`config.mk`:
```
export PLATFORM = sky130hd
export DESIGN_NAME = framed_command_receiver_top
export DESIGN_NICKNAME = d
export VERILOG_FILES = /design/src/hw/rtl/fcr_pkg.sv /design/src/hw/rtl/fcr_queue.sv /design/src/hw/rtl/fcr_front.sv /design/src/hw/rtl/fcr_back.sv /design/src/hw/rtl/framed_command_receiver_top.sv
export VERILOG_INCLUDE_DIRS = /design/src /design/src/hw/rtl
export SDC_FILE = /design/constraint.sdc
export NUM_CORES = 1
export LEC_CHECK = 0
export BUFFER_PORTS_ARGS = -buffer_cell sky130_fd_sc_hd__buf_4
export CAP_MARGIN = 20
export CORE_MARGIN = 2
export CORE_UTILIZATION = 29
export CTS_CLUSTER_DIAMETER = 50
export CTS_CLUSTER_SIZE = 12
export DETAILED_ROUTE_END_ITERATION = 10
export RECOVER_POWER = 100
export SYNTH_ARGS = -nofsm -noshare
export SYNTH_HDL_FRONTEND = slang
export SYNTH_SLANG_ARGS = --single-unit
```
`constraint.sdc`:
```
create_clock -name clk -period 9 [get_ports clk]
set_input_delay 1.8 -clock clk [delete_from_list [all_inputs] [get_ports clk]]
set_output_delay 1.8 -clock clk [all_outputs]
set_load 0.005 [all_outputs]
```
`src/hw/rtl/framed_command_receiver_top_macros.svh`:
```
// Assertion helpers for the framed command receiver.
// Each check samples on the rising edge of clk and is disabled during reset.
`ifndef FRAMED_COMMAND_RECEIVER_TOP_MACROS_SVH
`define FRAMED_COMMAND_RECEIVER_TOP_MACROS_SVH

// Same-cycle implication
`define FCR_ASSERT_SAME(label, ante, cons, msg) \
    label: assert property (@(posedge clk) disable iff (!rst_n) (ante) |-> (cons)) \
        else $error(msg);

// Next-cycle implication
`define FCR_ASSERT_NEXT(label, ante, cons, msg) \
    label: assert property (@(posedge clk) disable iff (!rst_n) (ante) |=> (cons)) \
        else $error(msg);

`endif

```
`src/hw/rtl/fcr_pkg.sv`:
```
`default_nettype none
package fcr_pkg;

    // Defaults for the top-level parameters
    localparam int DELIM_LEN_DEFAULT   = 2;
    localparam int QUEUE_DEPTH_DEFAULT = 4;

    // Configuration register indexes
    localparam logic [1:0] CFG_START_DELIM  = 2'd0;
    localparam logic [1:0] CFG_END_DELIM    = 2'd1;
    localparam logic [1:0] CFG_PACKAGE_CODE = 2'd2;
    localparam logic [1:0] CFG_PING_INTERVAL = 2'd3;

    // Reset values of the configuration registers
    localparam logic [31:0] PING_INTERVAL_RESET = 32'd1000000;
    localparam logic [7:0]  PACKAGE_CODE_RESET  = 8'd1;

    // Input beat kinds (s_tuser)
    localparam logic IN_BYTE = 1'b0;
    localparam logic IN_TICK = 1'b1;

    typedef enum logic [2:0] {
        PH_HUNT = 3'd0,
        PH_LEN  = 3'd1,
        PH_CMD  = 3'd2,
        PH_BODY = 3'd3,
        PH_END  = 3'd4,
        PH_PKG  = 3'd5
    } phase_t;

    typedef enum logic [1:0] {
        KIND_CMD  = 2'd0,
        KIND_PKG  = 2'd1,
        KIND_PING = 2'd2
    } kind_t;

    // One queued operation from front to back
    typedef struct packed {
        logic       is_ping;
        logic [7:0] data;
    } op_t;

    // Result payload, packed lowest field last so that bit 0 is command_code
    typedef struct packed {
        logic        package_done;
        logic [31:0] package_progress;
        logic [31:0] package_offset;
        logic [7:0]  package_byte;
        logic [31:0] body_value;
        logic [7:0]  body_length;
        logic [7:0]  command_code;
    } result_t;

    // Configuration seen by the parser
    typedef struct packed {
        logic [31:0] start_delimiter;
        logic [31:0] end_delimiter;
        logic [7:0]  package_code;
    } parse_cfg_t;

    // Byte pos of a delimiter word
    function automatic logic [7:0] delim_byte(input logic [31:0] word, input logic [1:0] pos);
        logic [7:0] b;
        b = word[{pos, 3'b000} +: 8];
        return b;
    endfunction

endpackage
`default_nettype wire

```
`src/hw/rtl/fcr_queue.sv`:
```
`default_nettype none
module fcr_queue #(
    parameter int DEPTH = fcr_pkg::QUEUE_DEPTH_DEFAULT
) (
    input  wire logic                      clk,
    input  wire logic                      rst_n,
    input  wire logic                      push,
    input  wire fcr_pkg::op_t              push_op,
    input  wire logic                      pop,
    output fcr_pkg::op_t                   head_op,
    output logic                           empty,
    output logic                           full,
    output logic [$clog2(DEPTH+1)-1:0]     count
);

    localparam int PTR_W = $clog2(DEPTH);
    localparam int CNT_W = $clog2(DEPTH+1);

    fcr_pkg::op_t       entry_reg [DEPTH];
    logic [PTR_W-1:0]   wr_ptr_reg;
    logic [PTR_W-1:0]   wr_ptr_next;
    logic [PTR_W-1:0]   rd_ptr_reg;
    logic [PTR_W-1:0]   rd_ptr_next;
    logic [CNT_W-1:0]   count_reg;
    logic [CNT_W-1:0]   count_next;
    logic               do_push;
    logic               do_pop;

    assign empty   = (count_reg == '0);
    assign full    = (count_reg == CNT_W'(DEPTH));
    assign count   = count_reg;
    assign head_op = entry_reg[rd_ptr_reg];
    assign do_push = push && !full;
    assign do_pop  = pop && !empty;

    // Advance pointers with wrap at the depth
    always_comb
    begin
        wr_ptr_next = wr_ptr_reg;
        rd_ptr_next = rd_ptr_reg;
        count_next  = count_reg;
        if (do_push)
        begin
            wr_ptr_next = (wr_ptr_reg == PTR_W'(DEPTH-1)) ? '0 : wr_ptr_reg + 1'b1;
        end
        if (do_pop)
        begin
            rd_ptr_next = (rd_ptr_reg == PTR_W'(DEPTH-1)) ? '0 : rd_ptr_reg + 1'b1;
        end
        if (do_push && !do_pop)
        begin
            count_next = count_reg + 1'b1;
        end
        else if (do_pop && !do_push)
        begin
            count_next = count_reg - 1'b1;
        end
    end

    always_ff @(posedge clk or negedge rst_n)
    begin
        if (!rst_n)
        begin
            wr_ptr_reg <= '0;
            rd_ptr_reg <= '0;
            count_reg  <= '0;
        end
        else
        begin
            wr_ptr_reg <= wr_ptr_next;
            rd_ptr_reg <= rd_ptr_next;
            count_reg  <= count_next;
        end
    end

    // Store the pushed beat
    always_ff @(posedge clk)
    begin
        if (do_push)
        begin
            entry_reg[wr_ptr_reg] <= push_op;
        end
    end

endmodule
`default_nettype wire

```
`src/hw/rtl/fcr_front.sv`:
```
`default_nettype none
module fcr_front (
    input  wire logic          clk,
    input  wire logic          rst_n,
    input  wire logic          s_tvalid,
    output logic               s_tready,
    input  wire logic [7:0]    s_tdata,   // [7:0] rx_byte
    input  wire logic          s_tuser,   // [0] cmd
    input  wire logic [31:0]   ping_interval,
    input  wire logic          queue_full,
    output logic               push,
    output fcr_pkg::op_t       push_op
);

    logic [31:0] ping_ticks_reg;
    logic [31:0] ping_ticks_next;
    logic        accept;
    logic        is_tick;
    logic        ping_due;

    assign s_tready = !queue_full;
    assign accept   = s_tvalid && s_tready;
    assign is_tick  = (s_tuser == fcr_pkg::IN_TICK);
    assign ping_due = (ping_ticks_reg >= ping_interval);

    // Classify: bytes always go to the queue, ticks only when a ping falls due
    always_comb
    begin
        ping_ticks_next = ping_ticks_reg;
        push            = 1'b0;
        push_op.is_ping = is_tick;
        push_op.data    = s_tdata;
        if (accept)
        begin
            if (is_tick)
            begin
                if (ping_due)
                begin
                    ping_ticks_next = '0;
                    push            = 1'b1;
                end
                else
                begin
                    ping_ticks_next = ping_ticks_reg + 32'd1;
                end
            end
            else
            begin
                push = 1'b1;
            end
        end
    end

    always_ff @(posedge clk or negedge rst_n)
    begin
        if (!rst_n)
        begin
            ping_ticks_reg <= '0;
        end
        else
        begin
            ping_ticks_reg <= ping_ticks_next;
        end
    end

endmodule
`default_nettype wire

```
`src/hw/rtl/fcr_back.sv`:
```
`default_nettype none
module fcr_back #(
    parameter int DELIM_LEN = fcr_pkg::DELIM_LEN_DEFAULT
) (
    input  wire logic           clk,
    input  wire logic           rst_n,
    input  wire fcr_pkg::parse_cfg_t cfg,
    input  wire logic           op_valid,
    input  wire fcr_pkg::op_t   op,
    output logic                pop,
    output logic                m_tvalid,
    input  wire logic           m_tready,
    output logic [127:0]        m_tdata,  // command_code, body_length, body_value,
                                          // package_byte, package_offset,
                                          // package_progress, package_done, zero fill
    output logic [1:0]          m_tuser   // [1:0] event_kind
);

    fcr_pkg::phase_t  phase_reg;
    fcr_pkg::phase_t  phase_next;
    logic [1:0]       pos_reg;
    logic [1:0]       pos_next;
    logic [7:0]       frame_length_reg;
    logic [7:0]       frame_length_next;
    logic [7:0]       seen_reg;
    logic [7:0]       seen_next;
    logic [7:0]       frame_command_reg;
    logic [7:0]       frame_command_next;
    logic [31:0]      accum_reg;
    logic [31:0]      accum_next;
    logic [31:0]      pkg_total_reg;
    logic [31:0]      pkg_total_next;
    logic [31:0]      pkg_count_reg;
    logic [31:0]      pkg_count_next;

    logic             out_valid_reg;
    logic             out_valid_next;
    fcr_pkg::kind_t   out_kind_reg;
    fcr_pkg::kind_t   out_kind_next;
    fcr_pkg::result_t out_data_reg;
    fcr_pkg::result_t out_data_next;

    logic             back_ready;
    logic             emit;
    fcr_pkg::kind_t   emit_kind;
    fcr_pkg::result_t emit_data;
    logic [2:0]       pos_inc;
    logic             delim_done;
    logic [7:0]       b;
    logic [31:0]      count_inc;

    assign back_ready = !out_valid_reg || m_tready;
    assign pop        = op_valid && back_ready;
    assign b          = op.data;
    assign pos_inc    = {1'b0, pos_reg} + 3'd1;
    assign delim_done = (pos_inc >= 3'(DELIM_LEN));
    assign count_inc  = pkg_count_reg + 32'd1;

    // Parser next state and event
    always_comb
    begin
        phase_next         = phase_reg;
        pos_next           = pos_reg;
        frame_length_next  = frame_length_reg;
        seen_next          = seen_reg;
        frame_command_next = frame_command_reg;
        accum_next         = accum_reg;
        pkg_total_next     = pkg_total_reg;
        pkg_count_next     = pkg_count_reg;
        emit               = 1'b0;
        emit_kind          = fcr_pkg::KIND_CMD;
        emit_data          = '0;
        if (pop)
        begin
            if (op.is_ping)
            begin
                emit      = 1'b1;
                emit_kind = fcr_pkg::KIND_PING;
            end
            else
            begin
                unique case (phase_reg)
                    fcr_pkg::PH_LEN:
                    begin
                        frame_length_next = b;
                        seen_next         = '0;
                        accum_next        = '0;
                        phase_next        = fcr_pkg::PH_CMD;
                    end
                    fcr_pkg::PH_CMD:
                    begin
                        frame_command_next = b;
                        phase_next = (frame_length_reg == '0) ? fcr_pkg::PH_END
                                                              : fcr_pkg::PH_BODY;
                    end
                    fcr_pkg::PH_BODY:
                    begin
                        // Keep only the first four body bytes, little-endian
                        if (seen_reg[7:2] == '0)
                        begin
                            accum_next[{seen_reg[1:0], 3'b000} +: 8] = b;
                        end
                        seen_next = seen_reg + 8'd1;
                        if (seen_next == frame_length_reg)
                        begin
                            phase_next = fcr_pkg::PH_END;
                        end
                    end
                    fcr_pkg::PH_END:
                    begin
                        if (b != fcr_pkg::delim_byte(cfg.end_delimiter, pos_reg))
                        begin
                            pos_next   = '0;
                            phase_next = fcr_pkg::PH_HUNT;
                        end
                        else if (!delim_done)
                        begin
                            pos_next = pos_inc[1:0];
                        end
                        else
                        begin
                            pos_next               = '0;
                            phase_next             = fcr_pkg::PH_HUNT;
                            emit                   = 1'b1;
                            emit_kind              = fcr_pkg::KIND_CMD;
                            emit_data.command_code = frame_command_reg;
                            emit_data.body_length  = frame_length_reg;
                            emit_data.body_value   = accum_reg;
                            // Open a package transfer on the package command
                            if (frame_command_reg == cfg.package_code)
                            begin
                                pkg_total_next = accum_reg;
                                pkg_count_next = '0;
                                if (accum_reg != '0)
                                begin
                                    phase_next = fcr_pkg::PH_PKG;
                                end
                            end
                        end
                    end
                    fcr_pkg::PH_PKG:
                    begin
                        emit                       = 1'b1;
                        emit_kind                  = fcr_pkg::KIND_PKG;
                        emit_data.package_byte     = b;
                        emit_data.package_offset   = pkg_count_reg;
                        emit_data.package_progress = count_inc;
                        pkg_count_next             = count_inc;
                        if (count_inc >= pkg_total_reg)
                        begin
                            emit_data.package_done = 1'b1;
                            phase_next             = fcr_pkg::PH_HUNT;
                        end
                    end
                    default:
                    begin
                        // Hunt for the start delimiter; a mismatch is not retested
                        phase_next = fcr_pkg::PH_HUNT;
                        if (b == fcr_pkg::delim_byte(cfg.start_delimiter, pos_reg))
                        begin
                            if (delim_done)
                            begin
                                pos_next   = '0;
                                phase_next = fcr_pkg::PH_LEN;
                            end
                            else
                            begin
                                pos_next = pos_inc[1:0];
                            end
                        end
                        else
                        begin
                            pos_next = '0;
                        end
                    end
                endcase
            end
        end
    end

    // Output register: load a new event, drop it once taken
    always_comb
    begin
        out_valid_next = out_valid_reg;
        out_kind_next  = out_kind_reg;
        out_data_next  = out_data_reg;
        if (emit)
        begin
            out_valid_next = 1'b1;
            out_kind_next  = emit_kind;
            out_data_next  = emit_data;
        end
        else if (m_tready)
        begin
            out_valid_next = 1'b0;
        end
    end

    always_ff @(posedge clk or negedge rst_n)
    begin
        if (!rst_n)
        begin
            phase_reg         <= fcr_pkg::PH_HUNT;
            pos_reg           <= '0;
            frame_length_reg  <= '0;
            seen_reg          <= '0;
            frame_command_reg <= '0;
            accum_reg         <= '0;
            pkg_total_reg     <= '0;
            pkg_count_reg     <= '0;
            out_valid_reg     <= 1'b0;
        end
        else
        begin
            phase_reg         <= phase_next;
            pos_reg           <= pos_next;
            frame_length_reg  <= frame_length_next;
            seen_reg          <= seen_next;
            frame_command_reg <= frame_command_next;
            accum_reg         <= accum_next;
            pkg_total_reg     <= pkg_total_next;
            pkg_count_reg     <= pkg_count_next;
            out_valid_reg     <= out_valid_next;
        end
    end

    always_ff @(posedge clk)
    begin
        out_kind_reg <= out_kind_next;
        out_data_reg <= out_data_next;
    end

    assign m_tvalid = out_valid_reg;
    assign m_tuser  = out_kind_reg;
    assign m_tdata  = {7'd0, out_data_reg};

endmodule
`default_nettype wire

```
`src/hw/rtl/framed_command_receiver_top.sv`:
```
`default_nettype none
// Framed command receiver. Input beats carry either a received byte
// (s_tuser = 0, byte in s_tdata[7:0]) or one time tick (s_tuser = 1). Bytes
// are parsed into frames of start delimiter, length, command, body and end
// delimiter; a good frame yields a command event, a package command then
// forwards the following bytes as package events, and every ping_interval
// plus one ticks yield a ping event. One beat is accepted per clock cycle
// while s_tready is high. A front stage classifies beats and counts ticks, a
// queue of QUEUE_DEPTH entries decouples it from the parser, and the parser
// writes each event into a registered output, so a beat passes the queue and
// the output register before m_tvalid rises; s_tready drops only when the
// queue fills while the output is stalled. Configuration writes are taken at
// any edge with cfg_we high and must be issued while the block is idle.
`include "framed_command_receiver_top_macros.svh"
module framed_command_receiver_top #(
    parameter int DELIM_LEN   = fcr_pkg::DELIM_LEN_DEFAULT,
    parameter int QUEUE_DEPTH = fcr_pkg::QUEUE_DEPTH_DEFAULT
) (
    input  wire logic          clk,
    input  wire logic          rst_n,
    input  wire logic          s_tvalid,
    output logic               s_tready,
    input  wire logic [7:0]    s_tdata,   // [7:0] rx_byte
    input  wire logic          s_tuser,   // [0] cmd
    output logic               m_tvalid,
    input  wire logic          m_tready,
    output logic [127:0]       m_tdata,   // [7:0] command_code, [15:8] body_length,
                                          // [47:16] body_value, [55:48] package_byte,
                                          // [87:56] package_offset,
                                          // [119:88] package_progress,
                                          // [120] package_done, [127:121] zero
    output logic [1:0]         m_tuser,   // [1:0] event_kind
    input  wire logic          cfg_we,
    input  wire logic [1:0]    cfg_addr,
    input  wire logic [31:0]   cfg_wdata
);

    localparam int CNT_W = $clog2(QUEUE_DEPTH+1);

    logic [31:0]         start_delim_reg;
    logic [31:0]         end_delim_reg;
    logic [7:0]          package_code_reg;
    logic [31:0]         ping_interval_reg;
    fcr_pkg::parse_cfg_t parse_cfg;

    logic                q_push;
    fcr_pkg::op_t        q_push_op;
    logic                q_pop;
    fcr_pkg::op_t        q_head;
    logic                q_empty;
    logic                q_full;
    logic [CNT_W-1:0]    q_count;

    // Configuration registers
    always_ff @(posedge clk or negedge rst_n)
    begin
        if (!rst_n)
        begin
            start_delim_reg   <= '0;
            end_delim_reg     <= '0;
            package_code_reg  <= fcr_pkg::PACKAGE_CODE_RESET;
            ping_interval_reg <= fcr_pkg::PING_INTERVAL_RESET;
        end
        else if (cfg_we)
        begin
            unique case (cfg_addr)
                fcr_pkg::CFG_START_DELIM:   start_delim_reg   <= cfg_wdata;
                fcr_pkg::CFG_END_DELIM:     end_delim_reg     <= cfg_wdata;
                fcr_pkg::CFG_PACKAGE_CODE:  package_code_reg  <= cfg_wdata[7:0];
                fcr_pkg::CFG_PING_INTERVAL: ping_interval_reg <= cfg_wdata;
                default:                    ;
            endcase
        end
    end

    assign parse_cfg.start_delimiter = start_delim_reg;
    assign parse_cfg.end_delimiter   = end_delim_reg;
    assign parse_cfg.package_code    = package_code_reg;

    fcr_front u_front (
        .clk           (clk),
        .rst_n         (rst_n),
        .s_tvalid      (s_tvalid),
        .s_tready      (s_tready),
        .s_tdata       (s_tdata),
        .s_tuser       (s_tuser),
        .ping_interval (ping_interval_reg),
        .queue_full    (q_full),
        .push          (q_push),
        .push_op       (q_push_op)
    );

    fcr_queue #(
        .DEPTH (QUEUE_DEPTH)
    ) u_queue (
        .clk     (clk),
        .rst_n   (rst_n),
        .push    (q_push),
        .push_op (q_push_op),
        .pop     (q_pop),
        .head_op (q_head),
        .empty   (q_empty),
        .full    (q_full),
        .count   (q_count)
    );

    fcr_back #(
        .DELIM_LEN (DELIM_LEN)
    ) u_back (
        .clk      (clk),
        .rst_n    (rst_n),
        .cfg      (parse_cfg),
        .op_valid (!q_empty),
        .op       (q_head),
        .pop      (q_pop),
        .m_tvalid (m_tvalid),
        .m_tready (m_tready),
        .m_tdata  (m_tdata),
        .m_tuser  (m_tuser)
    );

    // Checks
    `FCR_ASSERT_SAME(a_ping_payload_zero, m_tvalid && (m_tuser == fcr_pkg::KIND_PING),
                     m_tdata == '0, "ping event carries payload")
    `FCR_ASSERT_SAME(a_done_only_pkg, m_tvalid && m_tdata[120],
                     m_tuser == fcr_pkg::KIND_PKG, "package_done on non-package event")
    `FCR_ASSERT_NEXT(a_queue_fill, q_push && !q_full && !q_pop,
                     q_count == $past(q_count) + 1'b1, "queue count did not advance on push")

endmodule
`default_nettype wire

```
==> results of run 1 <==
-- synth_stat cells (all sizes together) (6+ instances only) --
library cell	number	area (um^2)
ha	80	1000
nand4	31	194
o21ai	41	216
nor3	12	65.1
nor2b	6	37.5
nor4	19	140
a21oi	25	125
nand3	36	180
o31ai	23	173
and2	34	213
edfxtp	159	4770
inv	89	334
xor2	39	342
a31o	6	52.6
mux2	155	1750
dfstp	8	210
xnor2	53	464
clkbuf	45	170
nand2b	6	37.5
buf	21	121
a21o	38	285
and3	103	644
nor2	77	292
and4	6	52.6
dfrtp	261	6530
mux4	25	571
o211ai	10	75.1
nand2	115	432
a31oi	7	58.8
-- area by class of cell --
class	count	area (um^2)	area share, %
clock buffers	75	1330	5.69
clock inverters	9	76.3	0.326
inverters	89	334	1.43
multi-input cells	996	7760	33.1
flip-flops and latches	428	11500	49.2
well taps	882	1100	4.71
repair buffers	193	1290	5.50
-- through the flow --
stage | power [W] | hold slack, ns
5_1_grt | 0.00662 | 0.520
6_report | 0.00629 | 0.501
3_5_place_dp | 0.00466 | 0.484
4_1_cts | 0.00647 | 0.500
3_3_place_gp | 0.00458 | 0.478
2_1_floorplan | 0.00380 | 0.457
-- routing by layer --
metal  GRT usage (%)  share of wire (%)
met5               0                  0
met1            19.4                 45
met4            2.98                1.6
met2            23.7                 48
met3            2.32                5.0
-- kinds of logic (layout without fill, tap and decap cells) --
family / after synthesis / after routing / synth area share, %
buf+inv: 155 / 366 / 3.14
compound gates: 170 / 170 / 5.84
flops: 428 / 428 / 57.9
simple gates: 464 / 464 / 12.2
xor+xnor: 92 / 92 / 4.05
fa+ha+maj: 81 / 81 / 5.13
other cells: 1 / 7 / 0.0188
mux: 182 / 182 / 11.7
-- power by group --
group          switching, W  leakage, nW  total [W]  internal, W
Combinational      0.000908         4.63    0.00159     0.000684
Sequential         0.000315         5.01    0.00290      0.00259
Clock              0.000774        0.672    0.00179      0.00102
Total               0.00200         10.3    0.00629      0.00429
-- path summary, 6_finish.rpt --
check                                      start                         end  slack (ns)  cells past startpoint
setup / recovery           u_queue.rd_ptr_reg[0]         u_back.m_tdata[111]        2.49                      9
hold / removal                  u_queue.count[2]            u_queue.count[2]        0.50                      1
setup reg to reg           u_queue.rd_ptr_reg[0]         u_back.m_tdata[111]        2.49                      9
hold reg to reg                 u_queue.count[2]            u_queue.count[2]        0.50                      1
max in group asynchronous                  rst_n     u_back.pkg_count_reg[3]        3.59                      2
min in group asynchronous                  rst_n  u_front.ping_ticks_reg[18]        1.33                      1
==> flow_metrics.env, run 1 <==
export IMPL_area_delta_synth_final_pct=17.6
export IMPL_portBuffers=172
export IMPL_die_h_um=266
export IMPL_fin_setup_tns_ns=0
export IMPL_die_w_um=266
export IMPL_grt_max_degree=141
export IMPL_cp_required_ns=9.18
export IMPL_leakage_nw=10.3
export IMPL_fin_ws_ns=2.49
export IMPL_vias=12916
export IMPL_wl_per_cell_um=18.8
export IMPL_drt_total_wl_um=50300
export IMPL_worst_pin_slew_ns=3.55
export IMPL_synth_seq_area_share_pct=57.9
export IMPL_yosys_warnings=0
export IMPL_ant_nets=0
export IMPL_slew_headroom_pct=-137
export IMPL_final_nets=1883
export IMPL_post_cts_resized=0
export IMPL_synthFlopType="dfrtp_1"
export IMPL_die_area_mm2=0.0708
export IMPL_critPathBufInv=3
export IMPL_io_pins=180
export IMPL_outcome="finished, violations left"
export IMPL_fin_util_pct=34.3
export IMPL_syn_area_mm2=0.0199
export IMPL_endpoint_kind="register"
export IMPL_slowest_delay_ns=1.39
export IMPL_grt_overflow=0
export IMPL_placed_cells=2584
export IMPL_ctsHoldBuffers=0
export IMPL_clkSinkCount=428
export IMPL_ys_ff_latch=428
export IMPL_synth_edf_count=159
export IMPL_nFillCells=6756
export IMPL_layout_commonest_cell="dfrtp_1"
export IMPL_ir_worst_vdd_uv=154
export IMPL_synth_cells=1573
export IMPL_period_needed_ns=6.51
export IMPL_startpoint_type="register"
export IMPL_fin_crit_sh_pct=72.3
export IMPL_hold_class="reg -> reg"
export IMPL_dr_pass1_iters=7
export IMPL_place_area_mm2=0.0222
export IMPL_avgSynthCellArea_um2=12.7
export IMPL_cts_htree_levels=2
export IMPL_grtUsageTotal_pct=14.2
export IMPL_hold_viol=0
export IMPL_first_iter_violations=1091
export IMPL_numCtsBuffers=46
export IMPL_clk_latency_ns=0.57
export IMPL_cp_top_family="buffers and inverters"
export IMPL_finClkSkew_ns=0.0471
export IMPL_cts_tree="done"
export IMPL_critPathKind="reg -> reg"
export IMPL_grt_pass1_wl_um=78200
export IMPL_grt_pass1_vias=13060
export IMPL_setup_viol_count_final=0
export IMPL_grt_setup_unrepaired="false"
export IMPL_globalplace_congestion=0.818
export IMPL_maxCapViolCount=8
export IMPL_start_util_pct=29.2
export IMPL_drive_gt1_share_pct=22.5
export IMPL_cts_root_buf="clkbuf_16"
export IMPL_mostFrequentLayoutCells="dfrtp_1 (261), edfxtp_1 (159), mux2_2 (155)"
export IMPL_core_mm2=0.0682
export IMPL_synthArstFlopShare_pct=62.9
export IMPL_synth_cell_type_count=68
export IMPL_post_cts_buffers=0
export IMPL_fmax_mhz=154
export IMPL_drc_errors=0
export IMPL_path_clk_slew_ns=0.06
export IMPL_finalNonFillerCells=2672
export IMPL_routed_via_density=4.83
export IMPL_largest_reg_flops=121
export IMPL_dpl_hpwl_um=36400
export IMPL_worstPathCellList="mux4_1 > xor2_1 > or4_1 > nor4_1 > clkbuf_1 > a211oi_1 > nor2_4 > buf_16 > buf_4"
export IMPL_path_max_fanout=82
export IMPL_failed_checks="max-capacitance violations, max-slew violations"
export IMPL_cp_slowest_cell="clkbuf_1"
export IMPL_place_ws_ns=3.60
export IMPL_fin_area_mm2=0.0234
export IMPL_diodes=0
export IMPL_clock_path_buffers=3
export IMPL_final_max_slew_violation_count=403
export IMPL_power_density_mw_per_mm2=269
export IMPL_antenna_found_initial=2
export IMPL_cp_arrival_ns=6.69
export IMPL_rows=96
Power figures use the tool's default switching activity.
==> inputs of run 2 (changes only) <==
- clock period: 9 -> 5.5 ns (I/O delays scaled with it)
==> run 2 against run 1 <==
Net effect:
- the run still ends with max-capacitance violations, max-slew violations left
- hold slack about the same
- combinational power rose by 64%
- count of clock-buffer cells in the layout is 3 lower
- final cell count is essentially flat
- critical endpoint is now u_queue.count[1]
- highest routed layer unchanged
==> flow_metrics.env, run 2 (synthesis gave the netlist of run 1 again) <==
export IMPL_numCtsBuffers=45
export IMPL_die_area_mm2=0.0708
export IMPL_grt_overflow=0
export IMPL_fin_setup_tns_ns=0
export IMPL_leakage_nw=10.3
export IMPL_fmax_mhz=217
export IMPL_worstPathCellList="inv_1 > ha_1 > a21o_1 > a21oi_1 > a21boi_0 > o2111ai_1 > a221oi_1 > a31oi_1 > ha_1 > inv_1 > fa_1 > mux2_2"
export IMPL_cts_tree="done"
export IMPL_portBuffers=172
export IMPL_outcome="finished, violations left"
export IMPL_worst_pin_slew_ns=3.43
export IMPL_fin_util_pct=34.2
export IMPL_critPathKind="reg -> reg"
export IMPL_antenna_found_initial=0
export IMPL_clock_path_buffers=3
export IMPL_dr_pass1_iters=5
export IMPL_routed_via_density=4.84
export IMPL_dpl_hpwl_um=37700
export IMPL_clkSinkCount=428
export IMPL_setup_viol_count_final=0
export IMPL_post_cts_resized=0
export IMPL_final_nets=1884
export IMPL_io_pins=180
export IMPL_hold_class="reg -> reg"
export IMPL_multi_input_area_mm2=0.00775
export IMPL_nFillCells=6733
export IMPL_grtUsageTotal_pct=14.5
export IMPL_first_iter_violations=990
export IMPL_finalPower_w=0.0103
export IMPL_drt_total_wl_um=51400
export IMPL_startpoint_type="register"
export IMPL_vias=12940
export IMPL_globalplace_congestion=0.873
export IMPL_finClkSkew_ns=0.0293
export IMPL_slowest_delay_ns=1.16
export IMPL_ctsHoldBuffers=0
export IMPL_mostFrequentLayoutCells="dfrtp_1 (261), edfxtp_1 (159), mux2_2 (155)"
export IMPL_clk_latency_ns=0.57
export IMPL_layout_commonest_cell="dfrtp_1"
export IMPL_largest_reg_flops=121
export IMPL_path_max_fanout=10
export IMPL_final_max_slew_violation_count=314
export IMPL_path_clk_slew_ns=0.06
export IMPL_rows=96
export IMPL_register_area_mm2=0.0115
export IMPL_cp_arrival_ns=5.04
export IMPL_start_util_pct=29.2
export IMPL_critPathBufInv=2
export IMPL_failed_checks="max-capacitance violations, max-slew violations"
export IMPL_cts_root_buf="clkbuf_16"
export IMPL_area_delta_synth_final_pct=17.2
export IMPL_slew_headroom_pct=-129
export IMPL_endpoint_kind="register"
export IMPL_post_cts_buffers=0
export IMPL_grt_setup_unrepaired="false"
export IMPL_period_needed_ns=4.61
export IMPL_cp_slowest_cell="a221oi_1"
export IMPL_cts_htree_levels=2
export IMPL_diodes=0
export IMPL_die_h_um=266
export IMPL_drc_errors=0
export IMPL_fin_crit_sh_pct=83.8
export IMPL_power_density_mw_per_mm2=441
export IMPL_die_w_um=266
export IMPL_drive_gt1_share_pct=21.9
export IMPL_grt_pass1_vias=13009
export IMPL_wl_per_cell_um=19.2
export IMPL_maxCapViolCount=6
export IMPL_ant_nets=0
export IMPL_cp_required_ns=5.93
export IMPL_cp_top_family="compound AO/OA/AOI/OAI gates"
export IMPL_hold_viol=0
export IMPL_ir_worst_vdd_uv=210
export IMPL_grt_pass1_wl_um=79500
export IMPL_grt_max_degree=134
export IMPL_core_mm2=0.0682
-- run 2: final timing paths --
path,slack (ns),end,cells past startpoint,startpoint
setup / recovery,0.89,u_queue.count[1],12,ping_interval_reg[14]
hold / removal,0.50,end_delim_reg[11],1,end_delim_reg[11]
setup reg to reg,0.89,u_queue.count[1],12,ping_interval_reg[14]
hold reg to reg,0.50,end_delim_reg[11],1,end_delim_reg[11]
max in group asynchronous,1.40,u_back.pkg_count_reg[22],2,rst_n
min in group asynchronous,1.70,u_front.ping_ticks_reg[25],1,rst_n
-- run 2: cell type report --
class / instances / area share (%)
Sequential cell: 428 / 49.4
Multi-Input combinational cell: 996 / 33.2
Clock buffer: 72 / 5.48
Timing Repair Buffer: 195 / 5.29
Tap cell: 882 / 4.73
Inverter: 89 / 1.43
Clock inverter: 9 / 0.499
-- run 2: routing by layer --
layer	wire (um)	global-route usage, %
met5	0	0
met4	1040	3.31
met3	2710	2.20
met2	24700	24.4
met1	22900	19.7
-- run 2: metrics by stage --
step | cells | setup slack [ns] | cell area [um^2] | hold slack [ns]
final | 2671 | 0.890 | 23300 | 0.501
after global routing | 2671 | 0.523 | 23300 | 0.518
after CTS | 2669 | 1.26 | 23600 | 0.505
after detailed placement | 2588 | 1.30 | 22200 | 0.491
after global placement | 2588 | 1.39 | 22200 | 0.483
after floorplan | 1579 | 0.794 | 19900 | 0.457
-- run 2: worst register-to-register path, cell delays in order, from the launching register on --
cell       delay, ns
dfstp_2         0.53
inv_1           0.05
ha_1            0.30
a21o_1          0.18
a21oi_1         0.20
a21boi_0        0.22
o2111ai_1       0.18
a221oi_1        1.16
a31oi_1         0.53
ha_1            0.39
inv_1           0.08
fa_1            0.40
mux2_2          0.27
-- run 2: power by group --
part / internal (W) / leakage, nW / switching [W]
clock: 0.00169 / 0.670 / 0.00125
sequential: 0.00423 / 5.01 / 0.000520
combinational: 0.00109 / 4.60 / 0.00152
total: 0.00701 / 10.3 / 0.00329
==> inputs of run 3 (changes only) <==
- clock period: 5.5 -> 4 ns (I/O delays scaled with it)
==> run 3 against run 2 <==
Net effect:
- the run still ends with max-capacitance violations, max-slew violations left
- worst setup slack worse by 0.68 ns
- via count is 0.37% lower
- critical endpoint is now u_back.m_tdata[59]
- sequential power is 37% higher
- die area stayed put
- first-iteration DRC count is 4.8% higher
- largest power group unchanged
- sequential cell count stayed put
- power is 39% higher
- fmax is 22% higher
- global-route usage is 0.068 points lower
- critical path type unchanged
- critical path depth is 4 lower
- non-clock buffer count is 16 higher
==> flow_metrics.env, run 3 (synthesis gave the netlist of run 1 again) <==
export IMPL_clock_path_buffers=3
export IMPL_cp_num_cells=8
export IMPL_die_w_um=266
export IMPL_ant_nets=0
export IMPL_worst_pin_slew_ns=2.33
export IMPL_grt_overflow=0
export IMPL_hold_class="in -> reg"
export IMPL_vias=12892
export IMPL_finalNonFillerCells=2691
export IMPL_power_density_mw_per_mm2=609
export IMPL_largest_reg_flops=121
export IMPL_path_clk_slew_ns=0.06
export IMPL_place_area_mm2=0.0224
export IMPL_grt_setup_unrepaired="false"
export IMPL_setup_viol_count_final=0
export IMPL_hold_viol=0
export IMPL_start_util_pct=29.2
export IMPL_drc_errors=0
export IMPL_first_iter_violations=1038
export IMPL_cp_required_ns=4.23
export IMPL_area_delta_synth_final_pct=18.4
export IMPL_rows=96
export IMPL_cts_root_buf="clkbuf_16"
export IMPL_ir_worst_vdd_uv=325
export IMPL_cts_tree="done"
export IMPL_die_h_um=266
export IMPL_fmax_mhz=264
export IMPL_routed_via_density=4.79
export IMPL_drt_total_wl_um=51000
export IMPL_dr_pass1_iters=5
export IMPL_antenna_found_initial=3
export IMPL_nFillCells=6770
export IMPL_finalPower_w=0.0143
export IMPL_slowest_delay_ns=0.78
export IMPL_outcome="finished, violations left"
export IMPL_grt_pass1_vias=13032
export IMPL_io_pins=180
export IMPL_grt_pass1_wl_um=78300
export IMPL_post_cts_buffers=0
export IMPL_reg2regPathDepth=8
export IMPL_globalplace_congestion=0.849
export IMPL_critPathBufInv=2
export IMPL_failed_checks="max-capacitance violations, max-slew violations"
export IMPL_maxCapViolCount=4
export IMPL_cp_arrival_ns=4.02
export IMPL_slew_headroom_pct=-55.6
export IMPL_holdWs_ns=0.479
export IMPL_fin_util_pct=34.5
export IMPL_min_path_cells=2
export IMPL_numCtsBuffers=46
export IMPL_clk_latency_ns=0.58
export IMPL_grtUsageTotal_pct=14.4
export IMPL_startpoint_type="register"
export IMPL_drive_gt1_share_pct=23.7
export IMPL_clkSinkCount=428
export IMPL_endpoint_kind="register"
export IMPL_placed_cells=2604
export IMPL_cts_htree_levels=2
export IMPL_mostFrequentLayoutCells="dfrtp_1 (260), edfxtp_1 (159), mux2_2 (155)"
export IMPL_final_max_slew_violation_count=191
export IMPL_wl_per_cell_um=19.0
export IMPL_cp_top_family="simple AND/OR/NAND/NOR gates"
export IMPL_core_mm2=0.0682
export IMPL_critPathKind="reg -> reg"
export IMPL_worstPathCellList="mux4_2 > xor2_1 > or4_4 > nor4_1 > a211oi_1 > nor2_4 > buf_12 > clkbuf_2"
export IMPL_final_nets=1901
export IMPL_leakage_nw=10.4
export IMPL_die_area_mm2=0.0708
export IMPL_fin_crit_sh_pct=94.7
export IMPL_finClkSkew_ns=0.0238
export IMPL_multi_input_area_mm2=0.00779
export IMPL_register_area_mm2=0.0115
export IMPL_fin_area_mm2=0.0236
export IMPL_portBuffers=172
export IMPL_grt_max_degree=93
export IMPL_layout_commonest_cell="dfrtp_1"
export IMPL_dpl_hpwl_um=37600
export IMPL_cp_slowest_cell="dfrtp_1"
export IMPL_path_max_fanout=20
export IMPL_period_needed_ns=3.79
[run 3: changes by cell type in the layout (fill, tap and decap cells not counted), sizes merged, moves of 2 or more]
cell,change
buf,+14
bufinv,-2
clkbuf,+3
diode,+2
[run 3: final cells by class]
class                      instances  share of cell area (%)
antenna                            2                  0.0212
clock buffer                      73                    5.75
clock inverter                    10                   0.308
inverter                          89                    1.42
multi-input combinational        996                    33.1
sequential                       428                    48.9
tap                              882                    4.68
timing repair buffer             211                    5.90
[run 3: routing by layer]
layer / vias up / global-route usage (%) / share of wire (%)
met5: - / 0 / 0.014
met1: 6445 / 18.7 / 44
met4: 2 / 4.19 / 2.3
met3: 80 / 2.66 / 5.0
li1: 6065 / - / -
met2: 300 / 24.5 / 49
[run 3: worst paths after layout]
path	startpoint	to	slack (ns)
worst min-delay path	cfg_wdata[22]	ping_interval_reg[22]	0.48
min in group asynchronous	rst_n	u_front.ping_ticks_reg[24]	0.94
worst max register to register	u_back.pos_reg[0]	u_back.m_tdata[59]	0.21
worst max-delay path	u_back.pos_reg[0]	u_back.m_tdata[59]	0.21
max in group asynchronous	rst_n	u_back.pkg_count_reg[0]	0.66
worst min register to register	end_delim_reg[17]	end_delim_reg[17]	0.50
[run 3: power by group]
group	switching, W	internal (W)
sequential	0.000713	0.00582
clock	0.00174	0.00233
combinational	0.00216	0.00159
total	0.00461	0.00974
[run 3: repair_timing]
item                       in CTS  in global routing
setup endpoints to repair       0                  2
gates resized for setup         0                  4
hold buffers                    0                  0
[run 3: stage by stage]
stage               setup TNS (ns)  setup WS [ns]
detailed placement               0          0.119
finish                           0          0.212
global route                     0         0.0182
global placement                 0          0.201
CTS                              0         0.0918
floorplan                   -82.81         -0.673
